**src/rtl/hcr_ram.sv**
```systemverilog
// hcr_ram: generic simple dual-port ram, one write and one registered read port
// no dependencies
module hcr_ram #(
  parameter int WIDTH = 8,
  parameter int DEPTH = 512,
  localparam int AW = (DEPTH > 1) ? $clog2(DEPTH) : 1
) (
  input  logic             clk_i,
  input  logic             we_i,
  input  logic [AW-1:0]    waddr_i,
  input  logic [WIDTH-1:0] wdata_i,
  input  logic             re_i,
  input  logic [AW-1:0]    raddr_i,
  output logic [WIDTH-1:0] rdata_o
);

  logic [WIDTH-1:0] mem [DEPTH];
  logic [WIDTH-1:0] rdata_q;

  always_ff @(posedge clk_i) begin
    if (we_i) begin
      mem[waddr_i] <= wdata_i;
    end
    if (re_i) begin
      rdata_q <= mem[raddr_i];
    end
  end

  assign rdata_o = rdata_q;

endmodule

```
**config.mk**
```make
export PLATFORM = sky130hd
export DESIGN_NAME = hcr_ram
export DESIGN_NICKNAME = d
export VERILOG_FILES = /design/src/rtl/hcr_ram.sv
export SDC_FILE = /design/constraint.sdc
export NUM_CORES = 2
export LEC_CHECK = 0
export BUFFER_PORTS_ARGS = -buffer_cell sky130_fd_sc_hd__buf_4
export CORE_ASPECT_RATIO = 1.2
export CORE_MARGIN = 1
export CORE_UTILIZATION = 50
export DETAILED_ROUTE_END_ITERATION = 16
export GPL_ROUTABILITY_DRIVEN = 1
export GPL_TIMING_DRIVEN = 1
export PLACE_DENSITY = 0.65
export RECOVER_POWER = 25
export SYNTH_ARGS = -nofsm -noshare
export SYNTH_HDL_FRONTEND = slang
export SYNTH_SLANG_ARGS = --single-unit
export TNS_END_PERCENT = 100
```
**constraint.sdc**
```tcl
create_clock -name clk_i -period 2.8 [get_ports clk_i]
set_input_delay 0.28 -clock clk_i [delete_from_list [all_inputs] [get_ports clk_i]]
set_output_delay 0.28 -clock clk_i [all_outputs]
set_load 0.02 [all_outputs]
```
# Word-level counts from Yosys, hierarchy flattened
# Memory sizes are Yosys's and may differ from the RTL's. A register that Yosys moved wholly into a read port is not among the register bits.
# Cells that the tools add are included.
# Widths: inputs -> output; s select.
dict set report word_totals {
  elab_cells 3
  reg_bits 0
  ram_bits 4096
  out_inout_bits 8
  mem_count 1
  in_bits 29
}
# memory depth width rd rd_clocked_by_memory_dff write_ports line
set mem_list {}
lappend mem_list {mem 512 8 1 1 1 17} ;# logic [WIDTH-1:0] mem [DEPTH];
dict set report op_classes {
  muxes 2
}
# cell count
set ops {}
lappend ops {{$mux 1} 2}

# Longest topological paths before layout
dict set report depth {
  depth_word 2
  depth_mapped 12
  mapped_depth_nobuf 7
}

# Worst setup path before layout
# Ideal clock, no wire load.
dict set report synth_path {
  path_kind {input-to-reg}
  startpoint {in raddr_i[0]}
  endpoint {reg rdata_q[0] (netlist: rdata_o[0]) (read register of mem), data pin}
  setup_time_ns 0.257
  n_path_buf 4
  required_ns 2.543
  arrival_time_ns 2.134
  stages 10
  path_slack_ns 0.409
  cell_sequence {buf_4 buf_12 buf_12 buf_2 mux4_2 o21ai_0 nand3_1 nand4_1 o21ai_0 o2111a_1}
}
# element line
set synth_lines {}
lappend synth_lines {{start: declaration} 13} ;# input logic [AW-1:0] raddr_i,
lappend synth_lines {{end: declaration} 18} ;# logic [WIDTH-1:0] rdata_q;

==> out/metrics.csv <==
metric,value,unit
layout net count,9232,
required time of the critical path,3.60,ns
number of placed I/O pins,37,
count of flip-flops with a built-in enable after synthesis,4104,
"Seq/Total Area, Yosys",77.0,%
"commonest non-fill, non-tap cell in the layout",edfxtp_1,
depth of the most critical reg-to-reg path,9,
CTS Buffer Depth,4,
class of the tightest hold or removal check,primary input to flop,
number of global-route vias before repair,86500,
final core occ,58.5,%
weighted congestion at the end of routability-driven global placement,0.929,
post-synthesis async set-or-reset flop share,0,%
overall routing resource usage,26.2,%
"leading cell types in the layout, fill and taps excluded","4,104 x edfxtp_1, 964 x buf_4, 797 x mux2i_1",
run status,"complete, but fails checks",
Pre-antenna DRT Iters,11,
vias after detailed routing,85400,
maximum number of pins on one net before global-route repair,106,
final number of hold-violating endpoints,0,
Vias per Instance,6.21,
total power consumption of the routed design,126000,uW
count of cells along the worst hold path,4,
global-route track usage on met2,43.5,%
minimum clock period,2.79,ns
Peak VDD IR,0.609,mV
worst slew pin tran,2.75,ns
height of the chip,622,um
Synth Instances,8030,
Chip Width,518,um
DRC violations left,4,
clock buffer count from CTS,383,
placeable core area,318000,um^2
Fmax,358,MHz
worst relative slew slack,-83.1,%
number of library cell types mapped by synthesis,50,
relative area change from synthesis to final layout,16.5,%
final setup violation count,0,
routing usage on met1,34.5,%
ratio of total power to cell area,677,nW/um^2
starting utilization of the core area,50.3,%
Die Footprint,322000,um^2
startpoint types,primary input,
detailed-placement wirelength estimate,278,mm
number of antenna violations at the first check in global routing,22,
clock slew at the register clock pins of the worst setup and hold paths,0.07,ns
source-to-sink clock delay at the later pin of the worst-skew pair,0.93,ns
average routed wire per standard cell,31.0,um
post-synthesis instance area,160000,um^2
Leakage Power,0.0611,uW
DRT Wirelength,426,mm
Port Buffer Count,36,
worst-path maximum fanout,32,
largest clock skew in the final design,0.0407,ns
syn_area_per_cell,19.9,um^2
num rows,227,
CP endpoint kind,flop,
flip-flop cell with the highest count after synthesis,edfxtp_1,
maxcap violations,8,
period utilization,99.7,%
least setup slack across all paths after layout,0.00857,ns
data arrival time of the worst path,3.59,ns
count of clock tree sinks,4104,
post-CTS setup-driven buffer insertion count,0,
YS warnings,0,
fraction of final layout cells with drive strength greater than 1,25.3,%
TritonCTS clock tree,yes,
Worst Setup Slack post-DPL,-0.963,ns
wire length of the first global-routing pass,611,mm
filler cell count,22800,
GRT met3 Usage,4.25,%
violated checks,"design-rule violations, max-capacitance violations, max-slew violations",
CTS Root Cell,clkbuf_16,
syn nets,8059,
accumulated negative setup slack,0,ns
Initial DRC Count,10100,
Congestion Overflow GR,0,
Final Slew Violations,432,
cell area after placement,175000,um^2
number of H-tree levels,5,
classification of the worst setup path,primary input to flop,
most used routing layer in global routing,met2,
antenna-violating nets left,0,
cell area after layout,186000,um^2
number of flip-flops and latches in the synthesized netlist,4104,
registers in the layout, indices dropped and copies added, names as in the netlist:
register	count
mem	4096
rdata_o	8
critical path, cell delays in order:
cell and delay (ns):
buf_16 0.22, buf_12 0.31, buf_4 0.39, mux2i_1 0.13, o221ai_1 0.34, a21oi_1 0.12
o21ai_0 0.41, nand3_1 0.38, o21ai_0 0.48, buf_4 0.26, o2111a_1 0.22
synthesized netlist by cell type, drive strengths merged (2+ instances only):
master	count	area, um^2
a2111oi	3	26.3
a211o	2	17.5
a211oi	17	128
a21oi	194	971
a22o	5	43.8
a22oi	61	458
a31oi	2	12.5
and2	20	125
and3	4	25.0
and3b	4	35.0
buf	248	1950
clkbuf	265	995
edfxtp	4104	123000
inv	3	11.3
mux2i	797	7980
mux4	654	14700
nand2	111	417
nand2b	4	25.0
nand3	36	180
nand4	32	200
nor2	597	2240
nor2b	6	37.5
nor3	109	546
nor3b	8	60.1
nor4	36	225
o2111a	8	90.1
o211ai	2	15.0
o21ai	119	596
o221ai	372	3260
o22a	3	26.3
o22ai	163	1020
o311ai	6	52.6
o31ai	13	97.6
o41ai	7	61.3
or2	5	31.3
or3	6	37.5
through the flow:
| step | std cells | hold WS (ns) |
|---|---|---|
| global route | 13700 | 0.189 |
| CTS | 13700 | 0.147 |
| floorplan | 8030 | 0.379 |
| finish | 13800 | 0.194 |
| global placement | 13000 | 0.640 |
| detailed placement | 13000 | 0.649 |
cell type report:
class / count / area (um^2) / share of cell area (%)
Sequential cell: 4104 / 123000 / 66.1
Multi-Input combinational cell: 3410 / 34000 / 18.3
Timing Repair Buffer: 1301 / 11500 / 6.19
Clock buffer: 458 / 10100 / 5.44
Tap cell: 4236 / 5300 / 2.84
Clock inverter: 226 / 2050 / 1.10
Antenna cell: 16 / 40.0 / 0.0215
Inverter: 3 / 18.8 / 0.0101
final timing paths:
check	start	to	slack (ns)
setup / recovery	raddr_i[0]	rdata_o[6]$_DFFE_PP_	0.009
hold / removal	waddr_i[1]	mem[439][0]$_DFFE_PP_	0.19
setup reg to reg	mem[281][4]$_DFFE_PP_	rdata_o[4]$_DFFE_PP_	0.04
hold reg to reg	mem[270][1]$_DFFE_PP_	rdata_o[1]$_DFFE_PP_	1.32
where the power goes:
group | total (uW) | internal [uW] | switching (uW)
combinational | 7150 | 2710 | 4440
clock | 51400 | 29200 | 22200
sequential | 67700 | 67700 | 54.4
cells by family after synthesis:
group                  share of synthesized area (%)
flip-flops                                      77.0
buffers and inverters                           1.85
AO/OA/AOI/OAI                                   4.31
AND/OR/NAND/NOR                                 2.63
multiplexers                                    14.2
per-layer routing:
layer  wire length [um]  vias up
met5                 79        -
met4              19300       10
met3              35400      815
met2             210000     4133
met1             161000    44600
li1                   -    35800
timing repair:
item / CTS / global route
hold buffers: 9 / 0
pin swaps: 0 / 0
endpoints found under the setup margin: 3 / 4
resized for setup: 4 / 5
endpoints found under the hold margin: 348 / 0
Power figures use the tool's default switching activity.
